$ cat src/design/uvs_pkg.sv
// Package for the UV sphere vertex and triangle generator.
// Shared constants, queue item type and fixed-point helper functions.
// No dependencies.
package uvs_pkg;

  localparam int MAX_STACKS  = 128;
  localparam int MAX_SECTORS = 128;
  localparam int FRAC_BITS   = 15;
  localparam int Q_BITS      = 30;
  localparam int POS_SHIFT   = 2 * Q_BITS - FRAC_BITS;
  localparam int Y_SHIFT     = Q_BITS - FRAC_BITS;

  localparam logic [7:0] STACK_COUNT_RESET  = 8'd16;
  localparam logic [7:0] SECTOR_COUNT_RESET = 8'd32;
  localparam logic [7:0] STACK_MIN          = 8'd2;
  localparam logic [7:0] SECTOR_MIN         = 8'd3;
  localparam logic [7:0] STACK_MAX          = 8'(MAX_STACKS);
  localparam logic [7:0] SECTOR_MAX         = 8'(MAX_SECTORS);

  // configuration register indexes
  localparam int CFG_ADDR_W = 1;
  localparam logic [CFG_ADDR_W-1:0] CFG_STACK_COUNT  = 1'b0;
  localparam logic [CFG_ADDR_W-1:0] CFG_SECTOR_COUNT = 1'b1;

  // series and angle constants
  localparam logic [30:0] HALF_PI_Q30 = 31'd1686629713;
  localparam logic [30:0] ONE_Q30     = 31'd1073741824;
  localparam logic [3:0]  LAST_TERM   = 4'd9;

  // long division: 40-bit numerators, 4 quotient bits per cycle
  localparam int DIV_W      = 40;
  localparam int DIV_STEP   = 4;
  localparam int DIV_CYCLES = DIV_W / DIV_STEP;
  localparam int DIV_LANES  = 4;

  localparam int FIFO_DEPTH = 4;
  localparam int FIFO_PTR_W = 2;

  localparam int TDATA_W = 128;

  typedef struct packed {
    logic [7:0]  row;
    logic [7:0]  col;
    logic [7:0]  stacks;
    logic [7:0]  sectors;
    logic        tri_a;
    logic        tri_b;
    logic [14:0] k1;
    logic [14:0] k2;
  } uvs_item_t;

  // sine series divisor (2k+2)(2k+3)
  function automatic logic [8:0] sin_div(input logic [3:0] k);
    case (k)
      4'd0: return 9'd6;
      4'd1: return 9'd20;
      4'd2: return 9'd42;
      4'd3: return 9'd72;
      4'd4: return 9'd110;
      4'd5: return 9'd156;
      4'd6: return 9'd210;
      4'd7: return 9'd272;
      default: return 9'd342;
    endcase
  endfunction

  // floor(2^32 / sin_div)
  function automatic logic [31:0] sin_recip(input logic [3:0] k);
    case (k)
      4'd0: return 32'd715827882;
      4'd1: return 32'd214748364;
      4'd2: return 32'd102261126;
      4'd3: return 32'd59652323;
      4'd4: return 32'd39045157;
      4'd5: return 32'd27531841;
      4'd6: return 32'd20452225;
      4'd7: return 32'd15790320;
      default: return 32'd12558383;
    endcase
  endfunction

  // cosine series divisor (2k+1)(2k+2)
  function automatic logic [8:0] cos_div(input logic [3:0] k);
    case (k)
      4'd0: return 9'd2;
      4'd1: return 9'd12;
      4'd2: return 9'd30;
      4'd3: return 9'd56;
      4'd4: return 9'd90;
      4'd5: return 9'd132;
      4'd6: return 9'd182;
      4'd7: return 9'd240;
      default: return 9'd306;
    endcase
  endfunction

  function automatic logic [31:0] cos_recip(input logic [3:0] k);
    case (k)
      4'd0: return 32'd2147483648;
      4'd1: return 32'd357913941;
      4'd2: return 32'd143165576;
      4'd3: return 32'd76695844;
      4'd4: return 32'd47721858;
      4'd5: return 32'd32537631;
      4'd6: return 32'd23598721;
      4'd7: return 32'd17895697;
      default: return 32'd14035840;
    endcase
  endfunction

  function automatic logic signed [31:0] clamp_q30(input logic signed [33:0] v);
    if (v > 34'sd1073741824) return 32'sd1073741824;
    else if (v < -34'sd1073741824) return -32'sd1073741824;
    else return signed'(v[31:0]);
  endfunction

  // rounded magnitude plus sign to saturated 16-bit two's complement
  function automatic logic [15:0] round_sat16(input logic [16:0] mag, input logic neg);
    logic [16:0] lim;
    logic [16:0] res;
    if (neg) begin
      lim = (mag > 17'd32768) ? 17'd32768 : mag;
      res = 17'd0 - lim;
    end else begin
      res = (mag > 17'd32767) ? 17'd32767 : mag;
    end
    return res[15:0];
  endfunction

endpackage

$ cat src/design/uvs_fifo.sv
// Short queue between front and back end, holding classified grid points.
// Uses uvs_pkg for the item type and depth.
module uvs_fifo import uvs_pkg::*; (
  input  logic      clk,
  input  logic      rst,
  input  logic      push,
  input  uvs_item_t push_item,
  output logic      ready,
  input  logic      pop,
  output uvs_item_t pop_item,
  output logic      valid
);

  uvs_item_t               mem [FIFO_DEPTH];
  logic [FIFO_PTR_W-1:0]   wr_ptr;
  logic [FIFO_PTR_W-1:0]   rd_ptr;
  logic [FIFO_PTR_W:0]     count;
  logic                    do_push;
  logic                    do_pop;

  assign ready    = (count != FIFO_PTR_W'(0) + (FIFO_PTR_W+1)'(FIFO_DEPTH));
  assign valid    = (count != '0);
  assign pop_item = mem[rd_ptr];
  assign do_push  = push && ready;
  assign do_pop   = pop && valid;

  always_ff @(posedge clk) begin
    if (do_push) mem[wr_ptr] <= push_item;
  end

  always_ff @(posedge clk) begin
    if (rst) begin
      wr_ptr <= '0;
      rd_ptr <= '0;
      count  <= '0;
    end else begin
      if (do_push) wr_ptr <= wr_ptr + FIFO_PTR_W'(1);
      if (do_pop)  rd_ptr <= rd_ptr + FIFO_PTR_W'(1);
      case ({do_push, do_pop})
        2'b10:   count <= count + (FIFO_PTR_W+1)'(1);
        2'b01:   count <= count - (FIFO_PTR_W+1)'(1);
        default: count <= count;
      endcase
    end
  end

endmodule

$ cat config.mk
export PLATFORM = sky130hd
export DESIGN_NAME = uvs_fifo
export DESIGN_NICKNAME = d
export VERILOG_FILES = /design/src/design/uvs_pkg.sv /design/src/design/uvs_fifo.sv
export SDC_FILE = /design/constraint.sdc
export NUM_CORES = 1
export LEC_CHECK = 0
export ABC_AREA = 1
export BUFFER_PORTS_ARGS = -buffer_cell sky130_fd_sc_hd__buf_2
export CAP_MARGIN = 20
export CORE_MARGIN = 1
export CORE_UTILIZATION = 35
export CTS_CLUSTER_DIAMETER = 60
export CTS_CLUSTER_SIZE = 20
export DETAILED_ROUTE_END_ITERATION = 6
export SKIP_LAST_GASP = 1
export SLEW_MARGIN = 25
export SYNTH_ARGS = -nofsm -noshare
export SYNTH_HDL_FRONTEND = slang
export SYNTH_SLANG_ARGS = --single-unit
$ cat constraint.sdc
create_clock -name clk -period 10.2 [get_ports clk]
set_clock_uncertainty 0.2 [all_clocks]
set_input_delay 0.51 -clock clk [delete_from_list [all_inputs] [get_ports clk]]
set_output_delay 0.51 -clock clk [all_outputs]
set_load 0.01 [all_outputs]
======== Word level (Yosys, flattened, before mapping) ========
Memories as Yosys holds them, arrays and structs flattened. A register that Yosys moved wholly into a read port is not among the register bits.
Index checks and enable logic that the tools add are counted.
word-level totals
  register bits after elaboration ......... 7
  bits in writable memories ............... 256
  input bits .............................. 68
  output and inout bits ................... 66
  word-level logic and storage cells ...... 20
  memories ................................ 1
cells by class
  $add $sub $neg .......................... 4
  eq/ne operators ......................... 3
  multiplexer cells ....................... 5
  reductions and logical operators ........ 4
memory list
  memory  depth  bits a word  read ports  clocked after memory_dff  wr ports  line            RTL
  mem     4      64           1           1                         1         uvs_fifo.sv:14  uvs_item_t mem [FIFO_DEPTH];
operators by type and width
  cell                                                                   count
  3-bit one-hot mux with 2 select lines                                  1
  2-bit by 1-bit adder with 2-bit output, second input constant          2
  2-bit two-way mux                                                      2
  3-bit by 1-bit adder with 3-bit output, second input constant          1
  3-bit inequality test, second input constant                           1
  3-bit nonzero test                                                     1
  3-bit by 1-bit subtractor with 3-bit output, second input constant     1
  2-bit by 1-bit equality test with 1-bit output, second input constant  1
  2-bit equality test, second input constant                             1
  1-bit logical AND                                                      2
  1-bit two-way mux                                                      2
  2-bit nonzero test                                                     1

======== Depth between registers and ports, before layout ========
  depth in word-level cells ............... 4
  depth in mapped cells ................... 13
  depth with buffers taken out ............ 13

======== Worst setup path after synthesis ========
OpenSTA, ideal clock, no wires.
  kind .................................... reg-to-reg
  start ................................... register count[1]
  end ..................................... memory mem[0][0] in the netlist's numbering (enable)
  library setup time ...................... 487 ps
  arrival ................................. 3386 ps
  data required time ...................... 9513 ps
  path slack .............................. 6128 ps
  stages on the path, launching flop included .. 5
  buffers on the path ..................... 0
  period minus slack after synthesis ...... 4072 ps
  path through ............................ dfxtp_1 nor2_1 nand2_1 nand2_1 nor2_1
on the way
  cells in the longest elaborated chain, start to end .. 4
ends and longest elaborated chain
  what                                     line            RTL
  start: declaration                       uvs_fifo.sv:17  logic [FIFO_PTR_W:0] count;
  start signal: assignment                 uvs_fifo.sv:40  2'b10: count <= count + (FIFO_PTR_W+1)'(1);
  start signal: assignment                 uvs_fifo.sv:41  2'b01: count <= count - (FIFO_PTR_W+1)'(1);
  start signal: assignment                 uvs_fifo.sv:42  default: count <= count;
  3-bit inequality test                    uvs_fifo.sv:21  assign ready = (count != FIFO_PTR_W'(0) + (FIFO_PTR_W+1)'(FIFO_DEPTH));
  via ready                                uvs_fifo.sv:8   output logic ready,
  1-bit logical AND                        uvs_fifo.sv:24  assign do_push = push && ready;
  1-bit two-way mux                        uvs_fifo.sv:28  if (do_push) mem[wr_ptr] <= push_item;
  1-bit two-way mux (not written as such)  uvs_fifo.sv:28
  end: declaration                         uvs_fifo.sv:14
The timed path passes the listed nets, and every way through them passes these cells.

==> results.cfg <==
[status]
outcome = complete, no violations

[routing]
drt_iter0_drc = 332
dr.pass1.iters = 4
drc_errors = 0
top_layer = met5
routed-wl-met2_um = 10300
routed_wl_um = 21100
met1_length_um = 9370
avgViaCountPerCell = 4.79
drtAntennaViolNets = 0
wl_per_cell_um = 17.0
routed-wl-met3_um = 1140
num_vias = 5946

[timing]
tns_ns = 0
max_freq_mhz = 266
timing.hold.ws_ns = 0.0174
period_minus_slack_ns = 3.76
relSlewSlack = 0.329
grt_setup_unrepaired = no
finalSetupViolCount = 0
final.period_utilization = 0.369
finalHoldViolCount = 0
maxSlewViolCount = 0
worst_pin_slew_ns = 1.01

[logic_synthesis]
ys_ff_latch = 265
async_flop_share = 0
synth_top_area_cell = edfxtp_1
synthTopCellsByCount = 256 x edfxtp_1, 138 x nor2_1, 74 x o21ai_0
syn_nets = 761
syn-cell-area_um2 = 9970
synth_edf_count = 256
synthFlopType = edfxtp_1
seq_area_frac_synth = 0.789
synth.top_cells.by_area = edfxtp_1 77%, nor2_1 5.2%, o22ai_1 4.0%, o21ai_0 3.7%, o21ai_1 2.8%
synth.avg_cell_area_um2 = 14.5
ys_warn_count = 0
synth_top_area_frac = 0.771
yosys.cell_count.top_type = edfxtp_1
yosysUniqueCellTypes = 19
syn_inst = 687

[layout]
final_layout_size_suffix_gt1_frac = 0.216
multi_input_area_um2 = 1790
area_growth_pct = 21.1
stdcell_count = 1241
fin_nets = 920
num-fill-cells = 2597
regArea_um2 = 7870
final_core_util = 0.432

[pwr]
power_w = 0.00284
p_per_area_nw_per_um2 = 235
p_leak_nw = 4.19
vdd_drop_max_mv = 0.129

[min_path]
hold_start = push_item[8]
hold_class = input port to register

[clocking]
cts_tree = yes
clkTransAtPathRegs_ns = 0.08
postCtsSetupRepairBufs = 0
root_buffer = clkbuf_16
clk_latency_ns = 0.51
cts_max_path_buffers = 3
htree_num_levels = 1
clock-sinks = 265
cts_buffers = 22

[setup_path]
end_kind = primary output
worstPathMaxFanout = 66
start_kind = register
r2r_start = count[1]
required_ns = 9.49
worst-setup-path-type = register to primary output
cp.arrival_ns = 3.05

[global_route]
grt.overflow.total = 0
grt_max_degree = 69
grt_antenna_before_repair = 4
grt_pass1_vias = 5821
grt.total_usage = 0.143
grt_pass1_wl_um = 31900

[die]
io_pins = 134
dieArea_um2 = 29200
die_y_um = 171
die_w_um = 171
rows = 61
start_util = 0.357
core_area_um2 = 27900

[placed_design]
place.gp.congestion = 0.693
place_inst = 1166
port_buffers = 133
dp_hpwl_um = 11400

[flow_run]
max-cap-violations = 0
## worst max-delay path, stage by stage, from the launching register on
cell and delay (ns):
dfxtp_4 0.53, inv_4 0.58, buf_4 0.71, nor2_1 0.08, o22ai_1 0.32, buf_2 0.20
## flip-flops by register name (all words and copies together), names as in the netlist, named ones only
name and cells:
count 3, mem 256, rd_ptr 2, wr_ptr 2
## layout by cell type (no fill, tap or decap), types with 7 or more instances in the layout
| cell | n |
|---|---|
| edfxtp_1 | 256 |
| nor2_1 | 134 |
| buf_2 | 133 |
| o21ai_0 | 74 |
| o22ai_1 | 64 |
| o21ai_1 | 56 |
| dlygate4sd3_1 | 34 |
| clkbuf_16 | 23 |
| inv_1 | 16 |
| nand2_1 | 15 |
| buf_4 | 8 |
| dfxtp_1 | 7 |
## cell families (layout without fill, tap and decap cells)
logic type               after synthesis  in the layout  synth area share
flip-flops                           265            265             0.789
AO/OA/AOI/OAI                        199            199             0.108
AND/OR/NAND/NOR                      158            158            0.0601
buffers and inverters                 59            233            0.0348
adder cells (fa/ha/maj)                6              6           0.00828
other                                  0              2                 0
## timing repair
item                                   in CTS  in global routing
endpoints found under the hold margin     111                  7
hold buffers                               31                  3
resized for setup                           0                  0
## area by class of cell
cell class                      count  share of cell area
Antenna cell                        2            0.000415
Inverter                           18             0.00580
Tap cell                          378              0.0392
Clock inverter                     12              0.0140
Clock buffer                       27              0.0498
Sequential cell                   265               0.652
Timing Repair Buffer              176              0.0906
Multi-Input combinational cell    363               0.148
## routing by layer
metal	up-vias	global-route usage
met3	29	0.0335
met5	-	0
met2	116	0.242
met4	4	0.0337
li1	2897	-
met1	2900	0.185
## per-stage QoR
stage | area [um2] | setup WS, ns
2_1_floorplan | 9970 | 6.13
3_3_place_gp | 10900 | 7.02
3_5_place_dp | 11000 | 7.00
4_1_cts | 12000 | 6.43
5_1_grt | 12100 | 6.20
6_report | 12100 | 6.44
## worst paths after layout
check                                    end  slack (ns)  cells past startpoint
worst max-delay path            pop_item[48]        6.44                      5
worst min-delay path               mem[0][8]        0.02                      1
worst max register to register    mem[3][27]        7.60                      5
worst min register to register     wr_ptr[1]        0.30                      2
## report_power, final
part	switching (W)	leakage [nW]	total, W	internal [W]
clock network	0.000406	0.366	0.000873	0.000467
registers	0.0000434	2.42	0.00134	0.00129
logic	0.000417	1.40	0.000630	0.000213
total	0.000866	4.19	0.00284	0.00197
(Power assumes the default switching activity.)
