<file path="src/design/uvs_pkg.sv">
// Package for the UV sphere vertex and triangle generator.
// Shared constants, queue item type and fixed-point helper functions.
// No dependencies.
package uvs_pkg;

  localparam int MAX_STACKS  = 128;
  localparam int MAX_SECTORS = 128;
  localparam int FRAC_BITS   = 15;
  localparam int Q_BITS      = 30;
  localparam int POS_SHIFT   = 2 * Q_BITS - FRAC_BITS;
  localparam int Y_SHIFT     = Q_BITS - FRAC_BITS;

  localparam logic [7:0] STACK_COUNT_RESET  = 8'd16;
  localparam logic [7:0] SECTOR_COUNT_RESET = 8'd32;
  localparam logic [7:0] STACK_MIN          = 8'd2;
  localparam logic [7:0] SECTOR_MIN         = 8'd3;
  localparam logic [7:0] STACK_MAX          = 8'(MAX_STACKS);
  localparam logic [7:0] SECTOR_MAX         = 8'(MAX_SECTORS);

  // configuration register indexes
  localparam int CFG_ADDR_W = 1;
  localparam logic [CFG_ADDR_W-1:0] CFG_STACK_COUNT  = 1'b0;
  localparam logic [CFG_ADDR_W-1:0] CFG_SECTOR_COUNT = 1'b1;

  // series and angle constants
  localparam logic [30:0] HALF_PI_Q30 = 31'd1686629713;
  localparam logic [30:0] ONE_Q30     = 31'd1073741824;
  localparam logic [3:0]  LAST_TERM   = 4'd9;

  // long division: 40-bit numerators, 4 quotient bits per cycle
  localparam int DIV_W      = 40;
  localparam int DIV_STEP   = 4;
  localparam int DIV_CYCLES = DIV_W / DIV_STEP;
  localparam int DIV_LANES  = 4;

  localparam int FIFO_DEPTH = 4;
  localparam int FIFO_PTR_W = 2;

  localparam int TDATA_W = 128;

  typedef struct packed {
    logic [7:0]  row;
    logic [7:0]  col;
    logic [7:0]  stacks;
    logic [7:0]  sectors;
    logic        tri_a;
    logic        tri_b;
    logic [14:0] k1;
    logic [14:0] k2;
  } uvs_item_t;

  // sine series divisor (2k+2)(2k+3)
  function automatic logic [8:0] sin_div(input logic [3:0] k);
    case (k)
      4'd0: return 9'd6;
      4'd1: return 9'd20;
      4'd2: return 9'd42;
      4'd3: return 9'd72;
      4'd4: return 9'd110;
      4'd5: return 9'd156;
      4'd6: return 9'd210;
      4'd7: return 9'd272;
      default: return 9'd342;
    endcase
  endfunction

  // floor(2^32 / sin_div)
  function automatic logic [31:0] sin_recip(input logic [3:0] k);
    case (k)
      4'd0: return 32'd715827882;
      4'd1: return 32'd214748364;
      4'd2: return 32'd102261126;
      4'd3: return 32'd59652323;
      4'd4: return 32'd39045157;
      4'd5: return 32'd27531841;
      4'd6: return 32'd20452225;
      4'd7: return 32'd15790320;
      default: return 32'd12558383;
    endcase
  endfunction

  // cosine series divisor (2k+1)(2k+2)
  function automatic logic [8:0] cos_div(input logic [3:0] k);
    case (k)
      4'd0: return 9'd2;
      4'd1: return 9'd12;
      4'd2: return 9'd30;
      4'd3: return 9'd56;
      4'd4: return 9'd90;
      4'd5: return 9'd132;
      4'd6: return 9'd182;
      4'd7: return 9'd240;
      default: return 9'd306;
    endcase
  endfunction

  function automatic logic [31:0] cos_recip(input logic [3:0] k);
    case (k)
      4'd0: return 32'd2147483648;
      4'd1: return 32'd357913941;
      4'd2: return 32'd143165576;
      4'd3: return 32'd76695844;
      4'd4: return 32'd47721858;
      4'd5: return 32'd32537631;
      4'd6: return 32'd23598721;
      4'd7: return 32'd17895697;
      default: return 32'd14035840;
    endcase
  endfunction

  function automatic logic signed [31:0] clamp_q30(input logic signed [33:0] v);
    if (v > 34'sd1073741824) return 32'sd1073741824;
    else if (v < -34'sd1073741824) return -32'sd1073741824;
    else return signed'(v[31:0]);
  endfunction

  // rounded magnitude plus sign to saturated 16-bit two's complement
  function automatic logic [15:0] round_sat16(input logic [16:0] mag, input logic neg);
    logic [16:0] lim;
    logic [16:0] res;
    if (neg) begin
      lim = (mag > 17'd32768) ? 17'd32768 : mag;
      res = 17'd0 - lim;
    end else begin
      res = (mag > 17'd32767) ? 17'd32767 : mag;
    end
    return res[15:0];
  endfunction

endpackage

</file>
<file path="src/design/uvs_front.sv">
// Front end: configuration registers, grid point range check and triangle
// classification. Pushes in-range points into the queue. Uses uvs_pkg.
module uvs_front import uvs_pkg::*; (
  input  logic                  clk,
  input  logic                  rst,
  input  logic                  cfg_we,
  input  logic [CFG_ADDR_W-1:0] cfg_addr,
  input  logic [7:0]            cfg_wdata,
  input  logic                  in_valid,
  output logic                  in_ready,
  input  logic [7:0]            in_row,
  input  logic [7:0]            in_col,
  input  logic                  q_ready,
  output logic                  push,
  output uvs_item_t             item
);

  logic [7:0]  stack_count;
  logic [7:0]  sector_count;
  logic [7:0]  s_eff;
  logic [7:0]  t_eff;
  logic        in_range;
  logic        tri_ok;
  logic [15:0] row_base;

  always_ff @(posedge clk) begin
    if (rst) begin
      stack_count  <= STACK_COUNT_RESET;
      sector_count <= SECTOR_COUNT_RESET;
    end else if (cfg_we) begin
      case (cfg_addr)
        CFG_STACK_COUNT:  stack_count  <= cfg_wdata;
        CFG_SECTOR_COUNT: sector_count <= cfg_wdata;
        default: ;
      endcase
    end
  end

  always_comb begin
    s_eff = (stack_count < STACK_MIN) ? STACK_MIN :
            (stack_count > STACK_MAX) ? STACK_MAX : stack_count;
    t_eff = (sector_count < SECTOR_MIN) ? SECTOR_MIN :
            (sector_count > SECTOR_MAX) ? SECTOR_MAX : sector_count;
    in_range = (in_row <= s_eff) && (in_col <= t_eff);
    tri_ok   = (in_row < s_eff) && (in_col < t_eff);
    // T+1 <= 129 fits in 8 bits
    row_base = in_row * (t_eff + 8'd1);

    item.row     = in_row;
    item.col     = in_col;
    item.stacks  = s_eff;
    item.sectors = t_eff;
    item.tri_a   = tri_ok && (in_row != 8'd0);
    item.tri_b   = tri_ok && (in_row != s_eff - 8'd1);
    item.k1      = row_base[14:0] + {7'd0, in_col};
    item.k2      = item.k1 + {7'd0, t_eff} + 15'd1;
  end

  // out-of-range points are accepted and dropped
  assign in_ready = q_ready;
  assign push     = in_valid && q_ready && in_range;

endmodule

</file>
<file path="config.mk">
export PLATFORM = sky130hd
export DESIGN_NAME = uvs_front
export DESIGN_NICKNAME = d
export VERILOG_FILES = /design/src/design/uvs_pkg.sv /design/src/design/uvs_front.sv
export SDC_FILE = /design/constraint.sdc
export NUM_CORES = 1
export LEC_CHECK = 0
export ABC_CLOCK_PERIOD_IN_PS = 9660
export BUFFER_PORTS_ARGS = -buffer_cell sky130_fd_sc_hd__buf_4
export CORE_MARGIN = 1
export CORE_UTILIZATION = 50
export CTS_BUF_LIST = sky130_fd_sc_hd__clkbuf_4 sky130_fd_sc_hd__clkbuf_8 sky130_fd_sc_hd__clkbuf_16
export DETAILED_ROUTE_END_ITERATION = 8
export PLACE_DENSITY = 0.85
export RECOVER_POWER = 100
export SETUP_SLACK_MARGIN = 0.1
export SYNTH_ARGS = -nofsm -noshare
export SYNTH_HDL_FRONTEND = slang
export SYNTH_SLANG_ARGS = --single-unit
</file>
<file path="constraint.sdc">
create_clock -name clk -period 9.66 [get_ports clk]
set_clock_uncertainty 0.2 [all_clocks]
set_input_delay 1.932 -clock clk [delete_from_list [all_inputs] [get_ports clk]]
set_output_delay 1.932 -clock clk [all_outputs]
set_load 0.01 [all_outputs]
</file>
# Word level (Yosys, flattened, before mapping)
# Index checks and enable logic that the tools add are counted.
# W data, S select, Z words.
# op_classes
add_sub_neg	5
n_mul	1
n_lt_le_gt_ge	8
eq_ne	1
muxes	4
n_bitwise	1
n_reduce_logical	9
# ops
operator	count
$mux W8	4
$add A15 B8 Y15	2
$gt A8 B8 Y1 const B	2
$le A8 B8 Y1	2
$lt A8 B2 Y1 const B	2
$lt A8 B8 Y1	2
$add A15 B1 Y15 const B	1
$mul A8 B9 Y15	1
$add A8 B1 Y9 const B	1
$ne A8 B8 Y1	1
$reduce_bool A8 Y1	1
$sub A8 B1 Y8 const B	1
$logic_and A1 B1 Y1	6
$reduce_and A2 Y1	2
$not A1 Y1	1
# totals
reg_bits	16
in_bits	30
output_inout_bits	66
wordCells	31

# Depth between registers and ports, before layout
# Gate-level depths: netlist of run 1.
# depth
depth_word	8
mapped_depth	28
depth_no_buf	28

# Least setup slack after synthesis of run 1
# No wires, ideal clock.
# synth_path
path_type	input-to-output
from	input in_row[7]
to	output item[14] (netlist bit)
arrival_ns	6.714
t_required_ns	7.528
slack_ns	0.814
cell_stages	20
path_buffers	1
cell_sequence	clkbuf_1 nand2_1 fa_1 fa_1 inv_1 fa_1 inv_1 fa_1 inv_1 ha_1 o21a_1 o31a_1 a21oi_1 ha_1 nor4_1 inv_1 o21bai_1 nor4_2 nand3b_1 xnor2_1
# synth_rtl
item	line_no	rtl
from (decl)	uvs_front.sv:11	input logic [7:0] in_row,
to (decl)	uvs_front.sv:15	output uvs_item_t item

==> results.md, run 1 <==
- Outcome: finished, final reports clean
- Top cell type's share of synthesized area: a little under a quarter
- Global route overflow: 0
- Critical R2R Launch: sector_count[7]
- Slew headroom: around 54%
- Finished Layout Cells: 729
- Synthesized area per cell: 7.97 µm²
- Commonest cells post-synth: inv_1 (102), nand2_1 (64), ha_1 (57), fa_1 (50), and2_1 (34)
- IO Port Bufs: 95
- Worst endpoint required time: 7.53 ns
- Power Density: 260 mW/mm²
- Net Sw Frac: 52.2%
- Logic pwr share: 89.6%
- Cell taking the most area after synthesis: fa_1
- Setup WS post-layout: 0.423 ns
- WHS Endpoint: stack_count[5]
- Final setup vio count: 0
- Count leader, synth: inv_1
- Root buffer cell: clkbuf_8
- Final net count: between 700 and 800
- Effective utilization at floorplan: 52.5%
- Worst Hold Class: reg2reg
- Max_cap viols: 0
- Clk pin slew, worst setup/hold paths: roughly 0.06 ns
- Setup CP Type: in2out
- RSZ-0062 raised after global routing: no
- IO Pins: 96
- Synth area leaders: fa_1 (23%), ha_1 (16%), inv_1 (8.7%)
- Final setup TNS: 0 ns
- Via-per-instance ratio: 5.30
- Critical Path End Type: primary output
- Clock tree from TritonCTS: built
- Dpl hpwl: between 8000 and 9000 µm
- Post-synth top flop: dfxtp_1
- Post-synth EDFFs: 0
- Largest net degree at the start of global routing: 17
- First DRT Iteration DRCs: 142
- WL per Instance: around 14 µm
- Hold path startpoint: stack_count[5]
- Leakage power: 2.40 nW
- Warnings, synthesis: 0
- Setup slack, reg-to-reg: around 8.5 ns
- Vias in the first global route: 3,972
- Place WS: 0.364 ns
- Critical path launch point type: primary input
- Worst Path Max Fanout: 12
- Mapped Area: 0.00440 mm²
- Buffer depth of the longest clock path: 2
- Detailed Routing Iterations Pass 1: 5
- Area Growth Syn to Fin: 12.4%
- DIE HEIGHT: about 96 µm
- Synthesized instance count: about 550
- Placement Rows: 33
- FFs w/ async S/R, synth: 0%
- RD Place Congestion: about 0.9
- CTS buffer count: 3
- Sequential Power Share: ~5.7%
- Die footprint: between 0.009 and 0.01 mm²
- Die Span X: 95.8 µm
- Maximum VDD drop: between 200 and 250 µV
- Clock latency on the worst-skew pair: 0.25 ns
- Reg2Reg Depth: 2
- Final Slew Violations: 0
- Share of layout cells above drive strength 1: 11.2%
- Netlist cell types: 56
- Clk sinks: 16
- Register area share after synthesis: between 7 and 8%
- FF-to-FF End: sector_count[7]
- Initial antenna violation count: 0
- DRC: 0
- Routed Wire Length: 10,300 µm
- Fin Hold WS: between 0.2 and 0.3 ns
- Area of the multi-input gates: between 0.003 and 0.004 mm²
- Final ANT Viol Nets: 0
- Period utilization: 95.6%
- Register Area: 320 µm²
- CORE AREA: around 0.0084 mm²
- Internal power: between 0.6 and 0.7 mW
- Filler Cells Inserted: ~770
- Gr usage total: a little under a quarter
- Post-placement cell count: 723
- Hold depth: 2
- Clk pwr share: 4.7%
- # diodes: 0
- DR vias: 3,865
- CP arrival: just over 7 ns
- Slew @ Worst Pin: 0.682 ns
- Minimum clock period: 9.24 ns
- Psw: 0.670 mW
- Final Hold Viols: 0
- Global-route wire length before repair: roughly 17,000 µm
- Htree depth: 1
- Post-layout util: 59.0%
- Yosys reg bits: 16
- Highest clock rate: 0.108 GHz
## routing by layer
layer,vias up,part of all wire (%),global-route usage (%)
li1,1884,-,-
met3,13,5.8,1.66
met2,126,51,45.7
met1,1842,42,29.3
met4,0,1.0,4.98
met5,-,0,0
## through the flow
stage	total power, mW	area [µm²]
after floorplan	0.904	4410
after global placement	1.28	5070
after detailed placement	1.33	5070
after CTS	1.39	5130
after global routing	1.43	4940
final	1.28	4940
## critical path, stage by stage
cell      delay, ns
clkbuf_1       0.43
nand2_1        0.18
fa_1           0.53
fa_1           0.55
inv_1          0.06
fa_1           0.52
inv_1          0.05
fa_1           0.52
inv_1          0.04
ha_1           0.38
o21a_1         0.18
o31a_1         0.19
a21oi_1        0.09
ha_1           0.21
nor4_1         0.27
buf_4          0.18
inv_1          0.04
o21bai_1       0.26
nor4_2         0.09
nand3b_1       0.13
xnor2_1        0.12
buf_4          0.14
## power groups by stage
stage	Combinational (mW)	Sequential (mW)	Clock [mW]
final	1.15	0.0732	0.0601
after detailed placement	1.25	0.0745	0
after global placement	1.21	0.0744	0
after global routing	1.29	0.0737	0.0628
after floorplan	0.831	0.0725	0
after CTS	1.26	0.0731	0.0604
## cell families (layout without fill, tap and decap cells)
| family | after synthesis | in the layout | share of synthesized area, % |
|---|---|---|---|
| simple gates | 176 | 176 | 20.6 |
| buf+inv | 137 | 205 | 13.3 |
| fa+ha+maj | 107 | 107 | 39.0 |
| compound gates | 78 | 78 | 12.4 |
| xor+xnor | 36 | 36 | 7.34 |
| flops | 16 | 16 | 7.28 |
| other cells | 2 | 6 | 0.171 |
## registers in the layout, indices dropped and copies added (netlist names)
| name | count |
|---|---|
| stack_count | 8 |
| sector_count | 8 |
## final cells by class
type	instances	area share (%)
sequential	16	6.48
clock buffer	4	1.11
multi-input combinational	403	70.9
tap	105	2.66
inverter	102	7.74
timing repair buffer	99	11.1
## how the worst max path moves through the flow
| stage | start | endpoint | slack, ns |
|---|---|---|---|
| 2_1_floorplan | in_row[7] | item[14] | 0.81 |
| 3_3_place_gp | sector_count[3] | item[14] | 0.69 |
| 3_5_place_dp | sector_count[3] | item[14] | 0.36 |
| 4_1_cts | sector_count[3] | item[14] | 0.11 |
| 5_1_grt | sector_count[3] | item[14] | 0.04 |
| 6_report | in_row[7] | item[14] | 0.42 |
## timing repair
item	in CTS	in global routing
hold buffers	0	0
pin swaps	0	3
resized for setup	1	5
endpoints found under the setup margin	1	7
buffers inserted	0	2
gates cloned	0	0
## cells in the final DEF (no fill, tap or decap), types with 2 or more instances in the layout
| master | count |
|---|---|
| a21o_1 | 7 |
| a21oi_1 | 27 |
| a31oi_1 | 3 |
| and2_0 | 3 |
| and2_1 | 31 |
| and4_1 | 2 |
| buf_4 | 47 |
| clkbuf_1 | 52 |
| clkbuf_8 | 4 |
| conb_1 | 6 |
| dfxtp_1 | 16 |
| fa_1 | 50 |
| ha_1 | 56 |
| inv_1 | 102 |
| nand2_1 | 64 |
| nand2b_1 | 4 |
| nand3_1 | 11 |
| nand3_2 | 2 |
| nand3b_1 | 2 |
| nand4_1 | 5 |
| nor2_1 | 21 |
| nor2b_1 | 10 |
| nor3_1 | 6 |
| nor4_1 | 6 |
| o21a_1 | 3 |
| o21ai_0 | 15 |
| o31ai_1 | 2 |
| o31ai_2 | 2 |
| xnor2_1 | 25 |
| xor2_1 | 10 |
(Power assumes the default switching activity.)
==> run 2: changes to the inputs <==
--- a/config.mk
+++ b/config.mk
@@ -11,6 +11,7 @@
 export CORE_UTILIZATION = 50
 export CTS_BUF_LIST = sky130_fd_sc_hd__clkbuf_4 sky130_fd_sc_hd__clkbuf_8 sky130_fd_sc_hd__clkbuf_16
 export DETAILED_ROUTE_END_ITERATION = 8
+export MAX_ROUTING_LAYER = met4
 export PLACE_DENSITY = 0.85
 export RECOVER_POWER = 100
 export SETUP_SLACK_MARGIN = 0.1
==> results.md, run 2 (synthesized netlist as in run 1, its figures left out) <==
- Critical R2R Launch: sector_count[7]
- Reg2Reg Depth: 2 (unchanged)
- Power Density: 259 mW/mm² (-0.17%)
- IO Port Bufs: 95 (unchanged)
- Effective utilization at floorplan: 52.5% (unchanged)
- DR vias: 3,819 (-1.2%)
- Maximum VDD drop: 236 µV (+8.0%)
- WL per Instance: 14.2 µm (-0.22%)
- Final setup TNS: 0 ns (unchanged)
- Critical path launch point type: primary input
- Final Slew Violations: 0 (unchanged)
- Hold buffer count at cts: 0 (unchanged)
- Slowest-stage cell, CP: fa_1
- Global-route wire length before repair: 17,700 µm (+1.3%)
- Hold depth: 2 (unchanged)
- Most frequent cells in the layout: inv_1 (102), nand2_1 (64), ha_1 (57)
- Crit-path cells: clkbuf_1, nand2_1, fa_1, fa_1, inv_1, fa_1, inv_1, fa_1, inv_1, ha_1, o21a_1, o31a_1, a21oi_1, ha_1, nor4_1, buf_4, inv_1, o21bai_2, nor4_4, nand3b_1, xnor2_1, buf_4
- Routed wire length on met2: 5310 µm (+0.53%)
- Max_cap viols: 0 (unchanged)
- Htree depth: 1 (unchanged)
- DR top layer: met4
- Share of layout cells above drive strength 1: 11.4% (+0.16 points)
- IO Pins: 96 (unchanged)
- RSZ-0062 raised after global routing: no
- Period utilization: 95.7% (about the same)
- DRC: 0 (unchanged)
- Dpl hpwl: 8940 µm (+0.76%)
- Routed Wire Length: 10,300 µm (-0.22%)
- Final Power: 1.28 mW (+0.11%)
- Die footprint: 0.00917 mm² (unchanged)
- Slew headroom: 52.3% (-1.8 points)
- Largest net degree at the start of global routing: 17 (unchanged)
- FF-to-FF End: sector_count[7]
- Commonest non-fill, non-tap cell in the layout: inv_1
- Biggest regs: sector_count x8, stack_count x8
- RD Place Congestion: 0.903 (+0.55%)
- Detailed Routing Iterations Pass 1: 4 (-1)
- Clock tree from TritonCTS: built
- Gr usage total: 24.9% (+0.97 points)
- Clk sinks: 16 (unchanged)
- Highest clock rate: 0.108 GHz (about the same)
- Clock latency on the worst-skew pair: 0.24 ns (about the same)
- Leakage power: 2.41 nW (+0.30%)
- DIE HEIGHT: 95.8 µm (unchanged)
- Die Span X: 95.8 µm (unchanged)
- # diodes: 0 (unchanged)
- WHS Endpoint: stack_count[5]
- Worst Hold Class: reg2reg
- Met3 wire length: 405 µm (-32%)
- Final Hold Viols: 0 (unchanged)
- Area Growth Syn to Fin: 12.7%
- Global route overflow: 0 (unchanged)
- Final setup vio count: 0 (unchanged)
- First DRT Iteration DRCs: 152 (+7.0%)
- Hold path startpoint: stack_count[5]
- Outcome: finished, final reports clean
- CTS buffer count: 3 (unchanged)
- Area of the multi-input gates: 0.00352 mm² (+0.29%)
- Slew @ Worst Pin: 0.708 ns (+0.0265 ns)
- Vias in the first global route: 4,087 (+2.9%)
- Critical Path End Type: primary output
- Root buffer cell: clkbuf_8
- Final net count: 762 (unchanged)
- Max incr delay on CP: 0.55 ns (about the same)
- Setup slack, reg-to-reg: 8.55 ns (+0.03 ns)
- CP arrival: 7.11 ns (about the same)
- Setup CP Type: in2out
- WL met1: 4470 µm (+2.8%)
- Filler Cells Inserted: 801 (+3.6%)
- Worst endpoint required time: 7.53 ns (about the same)
- Clk pin slew, worst setup/hold paths: 0.06 ns (about the same)
- Via-per-instance ratio: 5.24 (-1.2%)
- Initial antenna violation count: 0 (unchanged)
- Buffer depth of the longest clock path: 2 (unchanged)
- Worst Path Max Fanout: 12 (unchanged)
- Final ANT Viol Nets: 0 (unchanged)
- Minimum clock period: 9.24 ns (+0.00768 ns)
- Register Area: 320 µm² (unchanged)
- Placement Rows: 33 (unchanged)
- CORE AREA: 0.00838 mm² (unchanged)
-- run 2: critical path: cells and delay by family --
kind / cells / cell delay (ns)
buf+inv: 7 / 0.99
xor+xnor: 1 / 0.12
fa+ha+maj: 6 / 2.72
simple gates: 4 / 0.66
compound gates: 4 / 0.68
-- run 2: worst max-delay path by stage --
stage,from,endpoint,slack [ns],cells past startpoint
after global routing,sector_count[3],item[14],0.02,30
final,in_row[7],item[14],0.42,22
after global placement,sector_count[3],item[14],0.69,29
after floorplan,in_row[7],item[14],0.81,20
after CTS,sector_count[3],item[14],0.20,29
after detailed placement,sector_count[3],item[14],0.47,29
-- run 2: area by class of cell --
class | count | share of cell area, %
well taps | 105 | 2.65
multi-input cells | 403 | 70.9
flip-flops and latches | 16 | 6.46
inverters | 102 | 7.72
repair buffers | 99 | 11.1
clock buffers | 4 | 1.11
-- run 2: through the flow --
| stage | hold slack (ns) | cell area, µm² | worst slack (ns) | cells | util [%] |
|---|---|---|---|---|---|
| finish | 0.282 | 4960 | 0.415 | 729 | 59.2 |
| global route | 0.309 | 4960 | 0.0211 | 729 | 59.2 |
| CTS | 0.280 | 5130 | 0.204 | 727 | 61.2 |
| detailed placement | 0.271 | 5070 | 0.471 | 723 | 60.5 |
| global placement | 0.259 | 5070 | 0.689 | 723 | 60.5 |
| floorplan | 0.236 | 4410 | 0.814 | 556 | - |
-- run 2: per-layer routing --
layer  track usage [%]  vias to the layer above
li1                  -                     1884
met5                 -                        -
met4              5.22                        0
met2              46.9                      105
met1              29.3                     1816
met3              1.11                       14
-- run 2: report_power, final --
group | internal, mW | total (mW) | switching [mW]
combinational | 0.494 | 1.16 | 0.662
sequential | 0.0693 | 0.0733 | 0.00396
clock | 0.0361 | 0.0566 | 0.0205
-- run 2: what timing repair did --
| action | in CTS | in global routing |
|---|---|---|
| resized for setup | 0 | 8 |
| setup buffers | 0 | 2 |
| endpoints found under the setup margin | 0 | 7 |
